==> src/sv/blle_pkg.sv <==
package blle_pkg;

    localparam int CAPACITY = 16;
    localparam int SLOT_W   = $clog2(CAPACITY);
    localparam int LINK_W   = SLOT_W + 1;
    localparam int CTR_W    = $clog2(CAPACITY + 1);
    localparam int ACT_W    = 3;
    localparam int VAL_W    = 32;
    localparam int STAT_W   = 2;
    localparam int POS_W    = 4;
    localparam int CNT_W    = 5;

    typedef logic [ACT_W-1:0]         t_action;
    typedef logic signed [VAL_W-1:0]  t_value;
    typedef logic [STAT_W-1:0]        t_status;
    typedef logic [POS_W-1:0]         t_pos;
    typedef logic [CNT_W-1:0]         t_cnt;
    typedef logic [SLOT_W-1:0]        t_slot;
    typedef logic [LINK_W-1:0]        t_link;
    typedef logic [CTR_W-1:0]         t_ctr;

    localparam t_link NULL_LINK = LINK_W'(CAPACITY);

    localparam t_action ACT_INS_HEAD  = 3'd0;
    localparam t_action ACT_INS_TAIL  = 3'd1;
    localparam t_action ACT_INS_AFTER = 3'd2;
    localparam t_action ACT_INS_SORT  = 3'd3;
    localparam t_action ACT_REMOVE    = 3'd4;
    localparam t_action ACT_SEARCH    = 3'd5;

    localparam t_status ST_DONE      = 2'd0;
    localparam t_status ST_NOT_FOUND = 2'd1;
    localparam t_status ST_FULL      = 2'd2;
    localparam t_status ST_EMPTY     = 2'd3;

    typedef struct packed {
        t_slot  rd_addr;
        logic   val_we;
        logic   lnk_we;
        t_slot  wr_addr;
        t_value wr_val;
        t_link  wr_lnk;
    } t_pool_req;

    typedef struct packed {
        t_value val;
        t_link  link;
    } t_pool_rsp;

    typedef struct packed {
        logic eq;
        logic lt;
    } t_cmp_res;

endpackage

==> src/sv/blle_req_if.sv <==
interface blle_req_if;
    logic                 valid;
    logic                 ready;
    blle_pkg::t_action    action;
    blle_pkg::t_value     item_value;
    blle_pkg::t_value     reference_value;

    modport source (output valid, output action, output item_value,
                    output reference_value, input ready);
    modport sink   (input valid, input action, input item_value,
                    input reference_value, output ready);
endinterface

==> src/sv/blle_rsp_if.sv <==
interface blle_rsp_if;
    logic                 valid;
    logic                 ready;
    blle_pkg::t_status    result_status;
    blle_pkg::t_pos       item_position;
    blle_pkg::t_cnt       entry_count;

    modport source (output valid, output result_status, output item_position,
                    output entry_count, input ready);
    modport sink   (input valid, input result_status, input item_position,
                    input entry_count, output ready);
endinterface

==> src/sv/blle_cmp.sv <==
module blle_cmp (
    input  blle_pkg::t_value   i_lhs,
    input  blle_pkg::t_value   i_rhs,
    output blle_pkg::t_cmp_res o_res
);
    import blle_pkg::*;

    assign o_res.eq = (i_lhs == i_rhs);
    assign o_res.lt = ($signed(i_lhs) < $signed(i_rhs));

endmodule

==> src/sv/blle_pool.sv <==
module blle_pool (
    input  logic                i_clk,
    input  blle_pkg::t_pool_req i_req,
    output blle_pkg::t_pool_rsp o_rsp
);
    import blle_pkg::*;

    t_value r_val_mem [CAPACITY];
    t_link  r_lnk_mem [CAPACITY];
    t_value r_q_val;
    t_link  r_q_link;

    always_ff @(posedge i_clk) begin
        if (i_req.val_we) begin
            r_val_mem[i_req.wr_addr] <= i_req.wr_val;
        end
        if (i_req.lnk_we) begin
            r_lnk_mem[i_req.wr_addr] <= i_req.wr_lnk;
        end
        r_q_val  <= r_val_mem[i_req.rd_addr];
        r_q_link <= r_lnk_mem[i_req.rd_addr];
    end

    assign o_rsp.val  = r_q_val;
    assign o_rsp.link = r_q_link;

endmodule

==> src/sv/blle_seq.sv <==
module blle_seq (
    input  logic                i_clk,
    input  logic                i_rst_n,
    blle_req_if.sink            i_req,
    blle_rsp_if.source          o_rsp,
    output blle_pkg::t_pool_req o_pool,
    input  blle_pkg::t_pool_rsp i_pool
);
    import blle_pkg::*;

    localparam logic [2:0] S_IDLE    = 3'd0;
    localparam logic [2:0] S_WALK    = 3'd1;
    localparam logic [2:0] S_WR_NEW  = 3'd2;
    localparam logic [2:0] S_WR_PREV = 3'd3;
    localparam logic [2:0] S_UNLINK  = 3'd4;
    localparam logic [2:0] S_DONE    = 3'd5;

    logic [2:0]    r_state, n_state;
    logic [CAPACITY-1:0] r_used, n_used;
    t_link         r_first, n_first;
    t_ctr          r_cnt, n_cnt;
    logic          r_o_valid, n_o_valid;
    t_action       r_act, n_act;
    t_value        r_val, n_val;
    t_value        r_ref, n_ref;
    t_slot         r_slot, n_slot;
    t_link         r_prev, n_prev;
    t_slot         r_cur, n_cur;
    t_slot         r_k, n_k;
    t_link         r_newlink, n_newlink;
    t_slot         r_pos, n_pos;
    t_status       r_status, n_status;
    t_status       r_o_status, n_o_status;
    t_pos          r_o_pos, n_o_pos;
    t_cnt          r_o_cnt, n_o_cnt;

    t_value        w_operand;
    t_cmp_res      w_cmp;
    t_slot         w_free;
    logic          w_full;
    logic          w_empty;
    logic          w_null;
    logic          w_brk_sort;
    t_link         w_cur_link;
    t_slot         w_pos_next;

    // the shared compare unit sees each entry as it is read
    assign w_operand = (r_act == ACT_INS_AFTER) ? r_ref : r_val;

    blle_cmp u_cmp (
        .i_lhs (i_pool.val),
        .i_rhs (w_operand),
        .o_res (w_cmp)
    );

    // lowest free slot
    always_comb begin
        w_free = '0;
        for (int i = CAPACITY - 1; i >= 0; i--) begin
            if (!r_used[i]) begin
                w_free = SLOT_W'(i);
            end
        end
    end

    assign w_full     = &r_used;
    assign w_empty    = (r_first == NULL_LINK);
    assign w_null     = (i_pool.link == NULL_LINK);
    assign w_cur_link = {1'b0, r_cur};
    assign w_pos_next = r_k + 1'b1;
    assign w_brk_sort = (r_k == '0) ? (!w_cmp.lt && !w_cmp.eq) : !w_cmp.lt;

    assign i_req.ready        = (r_state == S_IDLE);
    assign o_rsp.valid         = r_o_valid;
    assign o_rsp.result_status = r_o_status;
    assign o_rsp.item_position = r_o_pos;
    assign o_rsp.entry_count   = r_o_cnt;

    always_comb begin
        n_state    = r_state;
        n_used     = r_used;
        n_first    = r_first;
        n_cnt      = r_cnt;
        n_o_valid  = r_o_valid && !o_rsp.ready;
        n_act      = r_act;
        n_val      = r_val;
        n_ref      = r_ref;
        n_slot     = r_slot;
        n_prev     = r_prev;
        n_cur      = r_cur;
        n_k        = r_k;
        n_newlink  = r_newlink;
        n_pos      = r_pos;
        n_status   = r_status;
        n_o_status = r_o_status;
        n_o_pos    = r_o_pos;
        n_o_cnt    = r_o_cnt;

        o_pool         = '0;
        o_pool.rd_addr = (r_state == S_IDLE) ? r_first[SLOT_W-1:0]
                                             : i_pool.link[SLOT_W-1:0];
        o_pool.wr_addr = r_slot;
        o_pool.wr_val  = r_val;
        o_pool.wr_lnk  = r_newlink;

        unique case (r_state)
            S_IDLE: begin
                if (i_req.valid) begin
                    n_act     = i_req.action;
                    n_val     = i_req.item_value;
                    n_ref     = i_req.reference_value;
                    n_slot    = w_free;
                    n_prev    = NULL_LINK;
                    n_cur     = r_first[SLOT_W-1:0];
                    n_k       = '0;
                    n_pos     = '0;
                    n_status  = ST_DONE;
                    n_newlink = r_first;
                    unique case (i_req.action) inside
                        ACT_INS_HEAD, ACT_INS_TAIL, ACT_INS_AFTER, ACT_INS_SORT: begin
                            if (w_full) begin
                                n_status = ST_FULL;
                                n_state  = S_DONE;
                            end else if (i_req.action == ACT_INS_HEAD || w_empty) begin
                                n_state = S_WR_NEW;
                            end else begin
                                n_state = S_WALK;
                            end
                        end
                        ACT_REMOVE, ACT_SEARCH: begin
                            if (w_empty) begin
                                n_status = ST_EMPTY;
                                n_state  = S_DONE;
                            end else begin
                                n_state = S_WALK;
                            end
                        end
                        default: begin
                            n_state = S_DONE;
                        end
                    endcase
                end
            end
            S_WALK: begin
                // continue by default: step to the successor
                n_prev = w_cur_link;
                n_cur  = i_pool.link[SLOT_W-1:0];
                n_k    = w_pos_next;
                unique case (r_act) inside
                    ACT_INS_TAIL, ACT_INS_AFTER: begin
                        if (w_null || (r_act == ACT_INS_AFTER && w_cmp.eq)) begin
                            n_newlink = i_pool.link;
                            n_pos     = w_pos_next;
                            n_state   = S_WR_NEW;
                        end
                    end
                    ACT_INS_SORT: begin
                        if (w_brk_sort) begin
                            // insert in front of the current entry
                            n_prev    = r_prev;
                            n_newlink = w_cur_link;
                            n_pos     = r_k;
                            n_state   = S_WR_NEW;
                        end else if (w_null) begin
                            n_newlink = i_pool.link;
                            n_pos     = w_pos_next;
                            n_state   = S_WR_NEW;
                        end
                    end
                    ACT_REMOVE, ACT_SEARCH: begin
                        if (w_cmp.eq) begin
                            n_prev    = r_prev;
                            n_cur     = r_cur;
                            n_pos     = r_k;
                            n_newlink = i_pool.link;
                            n_state   = (r_act == ACT_REMOVE) ? S_UNLINK : S_DONE;
                        end else if (w_null) begin
                            n_status = ST_NOT_FOUND;
                            n_pos    = '0;
                            n_state  = S_DONE;
                        end
                    end
                    default: begin
                        n_state = S_DONE;
                    end
                endcase
            end
            S_WR_NEW: begin
                o_pool.val_we  = 1'b1;
                o_pool.lnk_we  = 1'b1;
                n_used[r_slot] = 1'b1;
                n_cnt          = r_cnt + 1'b1;
                if (r_prev == NULL_LINK) begin
                    n_first = {1'b0, r_slot};
                    n_state = S_DONE;
                end else begin
                    n_state = S_WR_PREV;
                end
            end
            S_WR_PREV: begin
                o_pool.lnk_we  = 1'b1;
                o_pool.wr_addr = r_prev[SLOT_W-1:0];
                o_pool.wr_lnk  = {1'b0, r_slot};
                n_state        = S_DONE;
            end
            S_UNLINK: begin
                if (r_prev == NULL_LINK) begin
                    n_first = r_newlink;
                end else begin
                    o_pool.lnk_we  = 1'b1;
                    o_pool.wr_addr = r_prev[SLOT_W-1:0];
                end
                n_used[r_cur] = 1'b0;
                n_cnt         = r_cnt - 1'b1;
                n_state       = S_DONE;
            end
            S_DONE: begin
                if (!r_o_valid || o_rsp.ready) begin
                    n_o_valid  = 1'b1;
                    n_o_status = r_status;
                    n_o_pos    = POS_W'(r_pos);
                    n_o_cnt    = CNT_W'(r_cnt);
                    n_state    = S_IDLE;
                end
            end
            default: begin
                n_state = S_IDLE;
            end
        endcase
    end

    always_ff @(posedge i_clk) begin
        if (!i_rst_n) begin
            r_state   <= S_IDLE;
            r_used    <= '0;
            r_first   <= NULL_LINK;
            r_cnt     <= '0;
            r_o_valid <= 1'b0;
        end else begin
            r_state   <= n_state;
            r_used    <= n_used;
            r_first   <= n_first;
            r_cnt     <= n_cnt;
            r_o_valid <= n_o_valid;
        end
    end

    always_ff @(posedge i_clk) begin
        r_act      <= n_act;
        r_val      <= n_val;
        r_ref      <= n_ref;
        r_slot     <= n_slot;
        r_prev     <= n_prev;
        r_cur      <= n_cur;
        r_k        <= n_k;
        r_newlink  <= n_newlink;
        r_pos      <= n_pos;
        r_status   <= n_status;
        r_o_status <= n_o_status;
        r_o_pos    <= n_o_pos;
        r_o_cnt    <= n_o_cnt;
    end

endmodule

==> src/sv/bounded_linked_list_engine_core.sv <==
// bounded linked list engine
// i_req carries one request: action, item_value, reference_value; it is taken
// when valid and ready are both high. o_rsp returns exactly one response per
// request: result_status, item_position and entry_count after the operation.
// the list lives in a pool of 16 slots; each slot holds a value and a link
// in a registered-read memory, and the walk reads one entry per cycle
// through a single shared comparator.
// ready is high only while the sequencer is idle, so one request is in
// flight at a time. from accept, the sequencer goes through these states:
//   full, empty, unused action: straight to the done state
//   head insert or insert into an empty list: write the new entry, then done
//   walking requests: a walk state per entry visited (1 to 16); inserts then
//   write the new entry and any predecessor link, a removal unlinks, then done.
// the response sits in an output register; while the receiver stalls it
// holds, and the engine finishes the next request and waits with it.
// reset clears the list (no entries, all slots free) and drops any response.
module bounded_linked_list_engine_core (
    input  logic        i_clk,
    input  logic        i_rst_n,
    blle_req_if.sink    i_req,
    blle_rsp_if.source  o_rsp
);
    import blle_pkg::*;

    t_pool_req w_pool_req;
    t_pool_rsp w_pool_rsp;

    blle_seq u_seq (
        .i_clk   (i_clk),
        .i_rst_n (i_rst_n),
        .i_req   (i_req),
        .o_rsp   (o_rsp),
        .o_pool  (w_pool_req),
        .i_pool  (w_pool_rsp)
    );

    blle_pool u_pool (
        .i_clk (i_clk),
        .i_req (w_pool_req),
        .o_rsp (w_pool_rsp)
    );

`ifndef SYNTHESIS
    a_busy_after_accept: assert property (@(posedge i_clk) disable iff (!i_rst_n)
        (i_req.valid && i_req.ready) |=> !i_req.ready)
        else $error("engine still ready after taking a request");

    a_count_bound: assert property (@(posedge i_clk) disable iff (!i_rst_n)
        o_rsp.valid |-> (o_rsp.entry_count <= CNT_W'(CAPACITY)))
        else $error("entry count beyond pool size");

    a_full_count: assert property (@(posedge i_clk) disable iff (!i_rst_n)
        (o_rsp.valid && o_rsp.result_status == ST_FULL)
            |-> (o_rsp.entry_count == CNT_W'(CAPACITY) && o_rsp.item_position == '0))
        else $error("pool full reported with free slots");

    a_empty_count: assert property (@(posedge i_clk) disable iff (!i_rst_n)
        (o_rsp.valid && o_rsp.result_status == ST_EMPTY)
            |-> (o_rsp.entry_count == '0 && o_rsp.item_position == '0))
        else $error("list empty reported with entries");
`endif

endmodule
==> src/flat_wrapper.sv <==
// flat-port wrapper written by rule: the top's interface ports become plain ports
module bounded_linked_list_engine_core_flat import blle_pkg::*;
  (i_clk, i_rst_n, i_req_valid, i_req_action, i_req_item_value, i_req_reference_value, i_req_ready, o_rsp_valid, o_rsp_result_status, o_rsp_item_position, o_rsp_entry_count, o_rsp_ready);
  blle_req_if i_req_i ();
  blle_rsp_if o_rsp_i ();
  input  logic i_clk;
  input  logic i_rst_n;
  input wire logic [$bits(i_req_i.valid)-1:0] i_req_valid;
  input wire logic [$bits(i_req_i.action)-1:0] i_req_action;
  input wire logic [$bits(i_req_i.item_value)-1:0] i_req_item_value;
  input wire logic [$bits(i_req_i.reference_value)-1:0] i_req_reference_value;
  output wire logic [$bits(i_req_i.ready)-1:0] i_req_ready;
  output wire logic [$bits(o_rsp_i.valid)-1:0] o_rsp_valid;
  output wire logic [$bits(o_rsp_i.result_status)-1:0] o_rsp_result_status;
  output wire logic [$bits(o_rsp_i.item_position)-1:0] o_rsp_item_position;
  output wire logic [$bits(o_rsp_i.entry_count)-1:0] o_rsp_entry_count;
  input wire logic [$bits(o_rsp_i.ready)-1:0] o_rsp_ready;
  assign i_req_i.valid = i_req_valid;
  assign i_req_i.action = i_req_action;
  assign i_req_i.item_value = i_req_item_value;
  assign i_req_i.reference_value = i_req_reference_value;
  assign i_req_ready = i_req_i.ready;
  assign o_rsp_valid = o_rsp_i.valid;
  assign o_rsp_result_status = o_rsp_i.result_status;
  assign o_rsp_item_position = o_rsp_i.item_position;
  assign o_rsp_entry_count = o_rsp_i.entry_count;
  assign o_rsp_i.ready = o_rsp_ready;
  bounded_linked_list_engine_core u_core (.i_clk(i_clk), .i_rst_n(i_rst_n), .i_req(i_req_i), .o_rsp(o_rsp_i));
endmodule
==> config.mk <==
export PLATFORM = sky130hd
export DESIGN_NAME = bounded_linked_list_engine_core_flat
export DESIGN_NICKNAME = d
export VERILOG_FILES = /design/src/sv/blle_pkg.sv /design/src/sv/blle_req_if.sv /design/src/sv/blle_rsp_if.sv /design/src/sv/blle_cmp.sv /design/src/sv/blle_pool.sv /design/src/sv/blle_seq.sv /design/src/sv/bounded_linked_list_engine_core.sv /design/src/flat_wrapper.sv
export SDC_FILE = /design/constraint.sdc
export NUM_CORES = 1
export LEC_CHECK = 0
export BUFFER_PORTS_ARGS = -buffer_cell sky130_fd_sc_hd__buf_2
export CAP_MARGIN = 15
export CORE_AREA = 5 5 487 249
export DETAILED_ROUTE_END_ITERATION = 7
export DIE_AREA = 0 0 492 254
export PLACE_DENSITY = 0.47
export SLEW_MARGIN = 20
export SYNTH_ARGS = -nofsm -noshare
export SYNTH_HDL_FRONTEND = slang
export SYNTH_SLANG_ARGS = --single-unit
==> constraint.sdc <==
create_clock -name i_clk -period 5.63 [get_ports i_clk]
set_input_delay 0.563 -clock i_clk [delete_from_list [all_inputs] [get_ports i_clk]]
set_output_delay 0.563 -clock i_clk [all_outputs]
set_load 0.01 [all_outputs]
After elaboration in Yosys (flattened, before gate mapping)
Memory sizes are Yosys's and may differ from the RTL's. A register that Yosys moved wholly into a read port is not among the register bits.
Cells that the tools add are included.
Storage, ports and cells
  bits in writable memories: 592
  memories: 2
  flip-flop bits (word level): 136
  logic and storage cells: 190
Memory list
  u_core.u_pool.r_val_mem: words 16, bits a word 32, read ports 1, clocked after Yosys merged registers in 1, write ports 1, RTL line blle_pool.sv:8  | t_value r_val_mem [CAPACITY];
  u_core.u_pool.r_lnk_mem: words 16, bits a word 5, read ports 1, clocked after Yosys merged registers in 1, write ports 1, RTL line blle_pool.sv:9  | t_link r_lnk_mem [CAPACITY];
Operators by class
  add/sub/neg operators: 3
  order comparisons: 5
  bitwise logic cells: 3
  mux-type cells: 86
  equal/unequal tests: 33
  reduce and logical (&&, ||, !) cells: 37
Operator list (count)
  2-to-1 mux 4 bit: 18
  2-to-1 mux 5 bit: 12
  case mux 5 bit (2 select lines): 5
  2-to-1 mux 3 bit: 14
  == test 32 bit: 1
  less-than comparator 32 bit: 1
  2-to-1 mux 32 bit: 1
  case mux 16 bit (2 select lines): 1
  case mux 4 bit (2 select lines): 4
  == test 3 x 2 -> 1 bit, second input constant: 6
  == test 3 bit, second input constant: 6
  2-to-1 mux 2 bit: 9
  AND 16 bit: 1
  NOT 16 bit: 1
  OR 16 bit: 1
  AND reduction 16 bit: 1
  == test 5 bit, second input constant: 3
  case mux 3 bit (5 select lines): 1
  case mux 5 bit (3 select lines): 1
  != test 2 bit, second input constant: 7
  2-to-1 mux 1 bit: 12
  != test 3 bit, second input constant: 4
  case mux 4 bit (3 select lines): 1
  AND reduction 6 bit: 2
  26 further kinds: 54

Depth between registers and ports, before layout
Gate-level depths: netlist (run 1).
  depth after elaboration: 15
  gate-level depth with buffers: 14
  depth with buffers taken out: 11

Modules after synthesis
From an unflattened synthesis (run 1), not the netlist that was laid out.
Second synthesis, totals
  cell total of the unflattened synthesis: 1595
  area, all modules: 29916.2 um2
Modules (own cells, without submodules)
  blle_pool: sequential area each 18517.8 um2, cells each 988, area each 23042.1 um2, instances 1
  blle_seq: sequential area each 3783.6 um2, cells each 494, area each 6053.3 um2, instances 1
  blle_cmp: sequential area each 0.0 um2, cells each 113, area each 820.8 um2, instances 1

Worst setup path after synthesis (run 1)
Ideal clock, no wire load.
  kind: register -> register
  start: register u_core.u_seq.r_act[0]
  end: register u_core.u_seq.r_newlink[0] (enable)
  path slack: 1.302 ns
  library setup time: 0.360 ns
  clock period less this slack: 4.328 ns
  stages on the path, launching flop included: 15
  arrival: 3.968 ns
  required time: 5.270 ns
  cells stage by stage: edfxtp_1 > nor2b_1 > nor2b_1 > clkbuf_1 > clkbuf_1 > mux2i_1 > ha_1 > nand4_1 > or4_4 > or4_4 > buf_6 > a21oi_1 > nor2_1 > a221o_2 > a31oi_1
On the way
  word-level cells in the longest chain between the ends: 8
  elaborated cells between the ends (all ways): 21
  those cells by class: 1 x order compare; 10 x eq/ne; 2 x mux; 8 x reduce/logical
RTL lines
  from (decl): RTL line blle_seq.sv:23  | t_action r_act, n_act;
  from (signal assigned): RTL line blle_seq.sv:249  | r_act <= n_act;
  == test 3 x 2 -> 1 bit: RTL line blle_seq.sv:48, blle_seq.sv:151
  2-to-1 mux 32 bit: RTL line blle_seq.sv:48  | assign w_operand = (r_act == ACT_INS_AFTER) ? r_ref : r_val;
  less-than comparator 32 bit or == test 32 bit (tied branches): RTL line blle_cmp.sv:9, blle_cmp.sv:8
  zero test 1 bit: RTL line blle_seq.sv:71  | assign w_brk_sort = (r_k == '0) ? (!w_cmp.lt && !w_cmp.eq) : !w_cmp.lt;
  logical AND 1 bit: RTL line blle_seq.sv:71
  2-to-1 mux 1 bit: RTL line blle_seq.sv:71
  != test 4 bit (no line)
  AND reduction 6 bit (no line) *
  to (signal assigned): RTL line blle_seq.sv:256  | r_newlink <= n_newlink;
  to (decl): RTL line blle_seq.sv:30  | t_link r_newlink, n_newlink;
Mark *: on every way between the ends. The rest lies on a longest branch, timed or not.
A chain may end at the register's enable or synchronous reset.

Final worst setup path (run 1)
Ends and elaborated chain as after synthesis.

==> results.cfg, run 1 <==
[timing]
worst_pin_slew_ns = 1.07
fin_crit_ns = 4.75
rsz0062_at_grt = false
setup_ws_ns = 0.879
slew_headroom_pct = 28.2
finalSetupViolCount = 0
slew_violations = 0
fin_skew_ns = 0.0277
fin_tns_setup_ns = 0
max_freq_mhz = 210
finalCritPeriodShare_pct = 84.4
timing_hold_violations_final = 0

[clock_network]
cts.repair.resized = 0
clock_sinks = 765
insertion_delay_ns = 0.65
ctsHtreeMaxLevel = 3
cts_setup_buffers = 0
root_buffer = clkbuf_16
max-clock-path-buffers = 3
ctsHoldBuffers = 0
path_clk_slew_ns = 0.07
cts_tree = yes
numCtsBuffers = 71

[detailed_routing]
antenna_left = 0
dr.pass1.iters = 6
avgRoutedWirePerCell_um = 24.4
drc = 0
drtIter0Drc = 1675
vias_per_cell = 4.69
finalWirelength_um = 81700
vias = 15700

[floorplanning]
num_rows = 89
start_util_pct = 25.7
core_um2 = 117000
die_y_um = 254
ios = 84
die_w_um = 492
dieArea_um2 = 125000

[outcome]
status = finished, final reports clean

[power]
total_leakage_power_nw = 11.3
ir_drop_mv = 0.341
swShare_pct = 33.8
power_density_nw_per_um2 = 542
power.internal_mw = 12.6
combPwrFrac_pct = 31.8
clock_power_share_pct = 26.2
p_sw_mw = 6.42
p_seq_share_pct = 42.0

[run]
drv_cap = 0

[setup_path]
endpoint_kind = flip-flop
crit_chain = nor2b_1 -> nor2b_4 -> buf_4 -> mux2i_1 -> ha_1 -> nand4_1 -> or3_1 -> or4_4 -> a21oi_1 -> nor2_1 -> a221o_2 -> a31oi_1
crit_path_start_kind = flip-flop
cpLargestDelayFamily = simple AND/OR/NAND/NOR gates
slowest_delay_ns = 0.64
critPathBufInv = 1
cpMaxStageDelayCell = or4_4
critPathRequiredTime_ns = 5.91
worstSetupPathType = reg2reg
path_max_fanout = 16
worstPathArrival_ns = 5.03

[synthesis]
ys_warn_count = 0
ys_top_cells_by_count = edfxtp_1, mux4_2, nand2_1
synth_cells = 1621
synth_edf_count = 698
synth_area_leaders = edfxtp_1, mux4_2, dfxtp_1, nand2_1, ha_1
synthMostInstantiatedCell = edfxtp_1
avgSynthCellArea_um2 = 18.5
ys_ff_latch = 765
yosys.area.top_type = edfxtp_1
ys_seq_area_share_pct = 74.4
synthArstFlopShare_pct = 0
synth_top_area_share_pct = 69.9
ys.flop_type = edfxtp_1
synthDistinctLibCells = 64
synthesis.area_um2 = 30000
synth_nets = 1730

[grt]
grt_pass1_wl_um = 117000
antenna_found_initial = 3
grt_pass1_vias = 16100
gr-total-overflow = 0
grt_max_degree = 75
track_usage_pct = 12.9

[placement]
portBuffers = 83
gp_congestion = 0.761
dp_hpwl_um = 50100
place_ws_ns = 0.925

[cells_and_area]
utilization_pct = 30.1
synthToLayoutAreaGrowth_pct = 17.0
fillCellCount = 11300
layout-drive-gt1-share_pct = 23.7
layout.nets = 1856

[hold_path]
hold_path.class = in2reg
## registers in the layout (all words and copies together) (netlist names), 4 cells and up
| signal | cells |
|---|---|
| u_core.u_pool.r_lnk_mem | 80 |
| u_core.u_seq.r_prev | 5 |
| u_core.u_seq.r_used | 16 |
| u_core.u_seq.r_slot | 4 |
| u_core.u_seq.r_pos | 4 |
| u_core.u_pool.r_val_mem | 512 |
| u_core.u_seq.r_newlink | 5 |
| u_core.u_seq.r_val | 32 |
| u_core.u_seq.r_ref | 32 |
| u_core.u_pool.r_q_link | 5 |
| u_core.u_seq.o_rsp.entry_count | 5 |
| u_core.u_seq.r_k | 4 |
| u_core.u_seq.r_cnt | 5 |
| u_core.u_seq.r_first | 5 |
| u_core.u_seq.r_cur | 4 |
| u_core.u_seq.o_rsp.item_position | 4 |
| u_core.u_pool.r_q_val | 32 |
## power by group through the flow
| stage | sequential [mW] | combinational (mW) | clock, mW |
|---|---|---|---|
| finish | 8.00 | 6.04 | 4.98 |
| global route | 8.07 | 6.58 | 5.39 |
| CTS | 7.99 | 6.15 | 5.15 |
| detailed placement | 8.10 | 6.12 | 0 |
| global placement | 8.08 | 6.08 | 0 |
| floorplan | 7.69 | 4.13 | 0 |
## cell type report
| type | instances | area [um2] | share of cell area [%] |
|---|---|---|---|
| clock inverter | 33 | 320 | 0.913 |
| sequential | 765 | 22300 | 63.6 |
| timing repair buffer | 129 | 923 | 2.63 |
| inverter | 20 | 77.6 | 0.221 |
| multi-input combinational | 760 | 7450 | 21.2 |
| clock buffer | 98 | 2050 | 5.86 |
| tap | 1547 | 1940 | 5.52 |
| antenna | 1 | 2.50 | 0.00714 |
## layout by cell type, fill, tap and decap left out, types with 16 or more instances in the layout
cell type	count
inv_1	19
a211oi_1	39
edfxtp_1	698
a31oi_1	41
a21oi_1	26
o21ai_0	21
dfxtp_1	67
nor2_1	53
and2_1	44
mux2i_1	36
o21a_1	26
nand2_1	129
buf_4	33
ha_1	37
mux4_2	148
buf_2	83
clkbuf_16	76
nor2_4	16
## through the flow
stage	instance area, um2	total power [mW]	cells	hold slack [ns]
after floorplan	30000	11.8	1621	0.400
final	35100	19.0	3353	0.0952
after detailed placement	32700	14.2	3221	0.426
after global routing	35100	20.0	3353	0.0508
after CTS	35100	19.3	3352	0.0365
after global placement	32700	14.2	3221	0.424
## cells by family after synthesis
logic type / synth area share (%)
adders and majority gates: 1.61
AOI/OAI and AO/OA: 4.83
buffers and inverters: 1.32
and+or+nand+nor: 4.92
muxes: 12.7
DFF: 74.4
xor gates and xnor gates: 0.175
## worst paths after layout
check             depth (start not counted)  slack, ns                                       endpoint                              startpoint
setup / recovery                         12       0.88            u_core.u_seq.r_newlink[0]$_DFFE_PP_         u_core.u_seq.r_act[0]$_DFFE_PP_
hold / removal                            1        0.1               u_core.u_seq.r_ref[25]$_DFFE_PP_               i_req_reference_value[25]
setup reg to reg                         12       0.88            u_core.u_seq.r_newlink[0]$_DFFE_PP_         u_core.u_seq.r_act[0]$_DFFE_PP_
hold reg to reg                           0       0.44  u_core.u_seq.o_rsp.result_status[1]$_DFFE_PP_  u_core.u_seq.r_status[1]$_SDFFCE_PP0P_
## routing by layer
layer | routed length (um) | GRT usage (%)
met1 | 41100 | 20.1
met2 | 34000 | 18.3
met3 | 5280 | 2.78
met4 | 1290 | 2.95
met5 | 0 | 0
Power figures use the tool's default switching activity.
==> inputs of run 2 (changes only) <==
PLACE_DENSITY = 0.48   (was 0.47)
clock period = 4.1 ns   (was 5.63 ns; I/O delays follow)
==> results.cfg, run 2 (same netlist as run 1, synthesis figures left out) <==
[grt]
grt_pass1_wl_um = 119000
gr-total-overflow = 0
track_usage_pct = 13.1
grt_pass1_vias = 16500
antenna_found_initial = 1
grt_max_degree = 78

[timing]
fin_crit_ns = 3.93
timing.hold.ws_ns = 0.116
slew_violations = 0
finalSetupViolCount = 0
rsz0062_at_grt = false
timing_hold_violations_final = 0
slew_headroom_pct = 26.9
worst_pin_slew_ns = 1.09
finalCritPeriodShare_pct = 95.9
fin_tns_setup_ns = 0
fin_skew_ns = 0.0270
max_freq_mhz = 254

[cells_and_area]
layout_common_cells = edfxtp_1, mux4_2, nand2_1
synthToLayoutAreaGrowth_pct = 20.9
layout.nets = 1967
layout-drive-gt1-share_pct = 24.3
regMostFlops = u_core.u_pool.r_val_mem
layoutNonFillerInstCount = 3462
layout_commonest_cell = edfxtp_1
reg_top3 = u_core.u_pool.r_val_mem x512, u_core.u_pool.r_lnk_mem x80
n_antenna_cell = 0
largest_register_ffs = 512

[placement]
portBuffers = 83
dp_cells = 3265
gp_congestion = 0.867
dp_hpwl_um = 51400

[setup_path]
endpoint_kind = flip-flop
critPathBufInv = 3
r2r.worst_path.cells = 12
critPathRequiredTime_ns = 4.47
worstSetupPathType = reg2reg
path_max_fanout = 17
cp.depth = 12
cpMaxStageDelayCell = or4_4
crit_path_start_kind = flip-flop
crit_chain = nor2b_2 -> nor2b_4 -> buf_12 -> mux2i_1 -> ha_1 -> nand4_1 -> or4_4 -> or4_4 -> buf_4 -> buf_4 -> o31a_2 -> o21a_1
worstPathArrival_ns = 4.30
cpLargestDelayFamily = simple AND/OR/NAND/NOR gates
slowest_delay_ns = 0.62
worst-r2r-setup-slack_ns = 0.17

[clock_network]
numCtsBuffers = 71
root_buffer = clkbuf_16
max-clock-path-buffers = 3
cts_setup_buffers = 0
clock_sinks = 765
path_clk_slew_ns = 0.07
cts_tree = yes
insertion_delay_ns = 0.65
ctsHtreeMaxLevel = 3

[floorplanning]
core_um2 = 117000
die_y_um = 254
ios = 84
dieArea_um2 = 125000
start_util_pct = 25.7
die_w_um = 492
num_rows = 89

[power]
total_leakage_power_nw = 11.8
p_sw_mw = 8.93
power_density_nw_per_um2 = 729
power.internal_mw = 17.5
clock_power_share_pct = 25.7
ir_drop_mv = 0.569
combPwrFrac_pct = 33.5
p_seq_share_pct = 40.9
swShare_pct = 33.8

[hold_path]
whs_path_depth = 3
hold_path.class = in2reg

[detailed_routing]
drc = 0
drtIter0Drc = 1906
finalWirelength_um = 83000
vias_per_cell = 4.69
avgRoutedWirePerCell_um = 24.0
antenna_left = 0
dr.pass1.iters = 6
vias = 16200

[outcome]
status = finished, final reports clean

[run]
drv_cap = 0
[run 2: cell count changes in the layout (fill, tap and decap cells not counted), moves of 2 or more]
cell,before,now
clkbuf_16,76,71
buf_12,13,29
clkinvlp_4,5,3
clkinv_2,11,5
clkbuf_8,7,5
clkbuf_1,15,20
dlygate4sd3_1,0,67
clkinv_1,7,10
clkinv_4,2,0
buf_4,33,61
bufinv_16,5,7
inv_6,2,6
[run 2: area by class of cell]
type                       count  area (um2)
clock buffer                  96        1920
clock inverter                34         400
fill                       11200       80400
inverter                      20        77.6
multi-input combinational    760        7470
sequential                   765       22300
tap                         1547        1940
timing repair buffer         240        2120
[run 2: through the flow]
stage          setup slack, ns  utilization [%]  instance area (um2)  total power, mW
2_1_floorplan           0.0701                -                30000             16.2
3_3_place_gp             0.164             28.5                33200             19.7
3_5_place_dp             0.127             28.5                33200             19.8
4_1_cts                 0.0935             31.1                36200             26.7
5_1_grt                0.00507             31.1                36200             27.8
6_report                 0.170             31.1                36200             26.4
[run 2: power groups by stage]
stage                     combinational, mW  clock, mW  sequential, mW
final                                  8.84       6.78            10.8
after global routing                   9.61       7.29            10.9
after CTS                              8.95       6.99            10.8
after detailed placement               8.85          0            10.9
after global placement                 8.76          0            10.9
after floorplan                        5.68          0            10.6
[run 2: final timing paths]
kind | from | endpoint
max reg2reg | u_core.u_seq.r_act[0]$_DFFE_PP_ | u_core.u_seq.r_prev[3]$_SDFFCE_PN0P_
min | o_rsp_ready | u_core.u_seq.o_rsp.valid$_SDFF_PN0_
min reg2reg | u_core.u_seq.r_status[0]$_SDFFCE_PP1P_ | u_core.u_seq.o_rsp.result_status[0]$_DFFE_PP_
max | u_core.u_seq.r_act[0]$_DFFE_PP_ | u_core.u_seq.r_prev[3]$_SDFFCE_PN0P_
[run 2: timing repair]
item / 4_1_cts / 5_1_grt
gates resized for setup: 0 / 3
hold endpoints to repair: 67 / 0
setup endpoints to repair: 0 / 15
hold buffers: 67 / 0
[run 2: per-layer routing]
layer | up-vias | track usage [%] | part of all wire [%]
li1 | 7017 | - | -
met1 | 8576 | 21.3 | 51
met2 | 547 | 17.9 | 40
met3 | 83 | 2.59 | 7.0
met4 | 0 | 2.64 | 1.4
met5 | - | 0 | 0
[run 2: tightest hold or removal path: cells and delay by family]
| family | cells | cell delay [ns] |
|---|---|---|
| AOI/OAI and AO/OA | 1 | 0.08 |
| and+or+nand+nor | 1 | 0.12 |
| buffers and inverters | 1 | 0.08 |
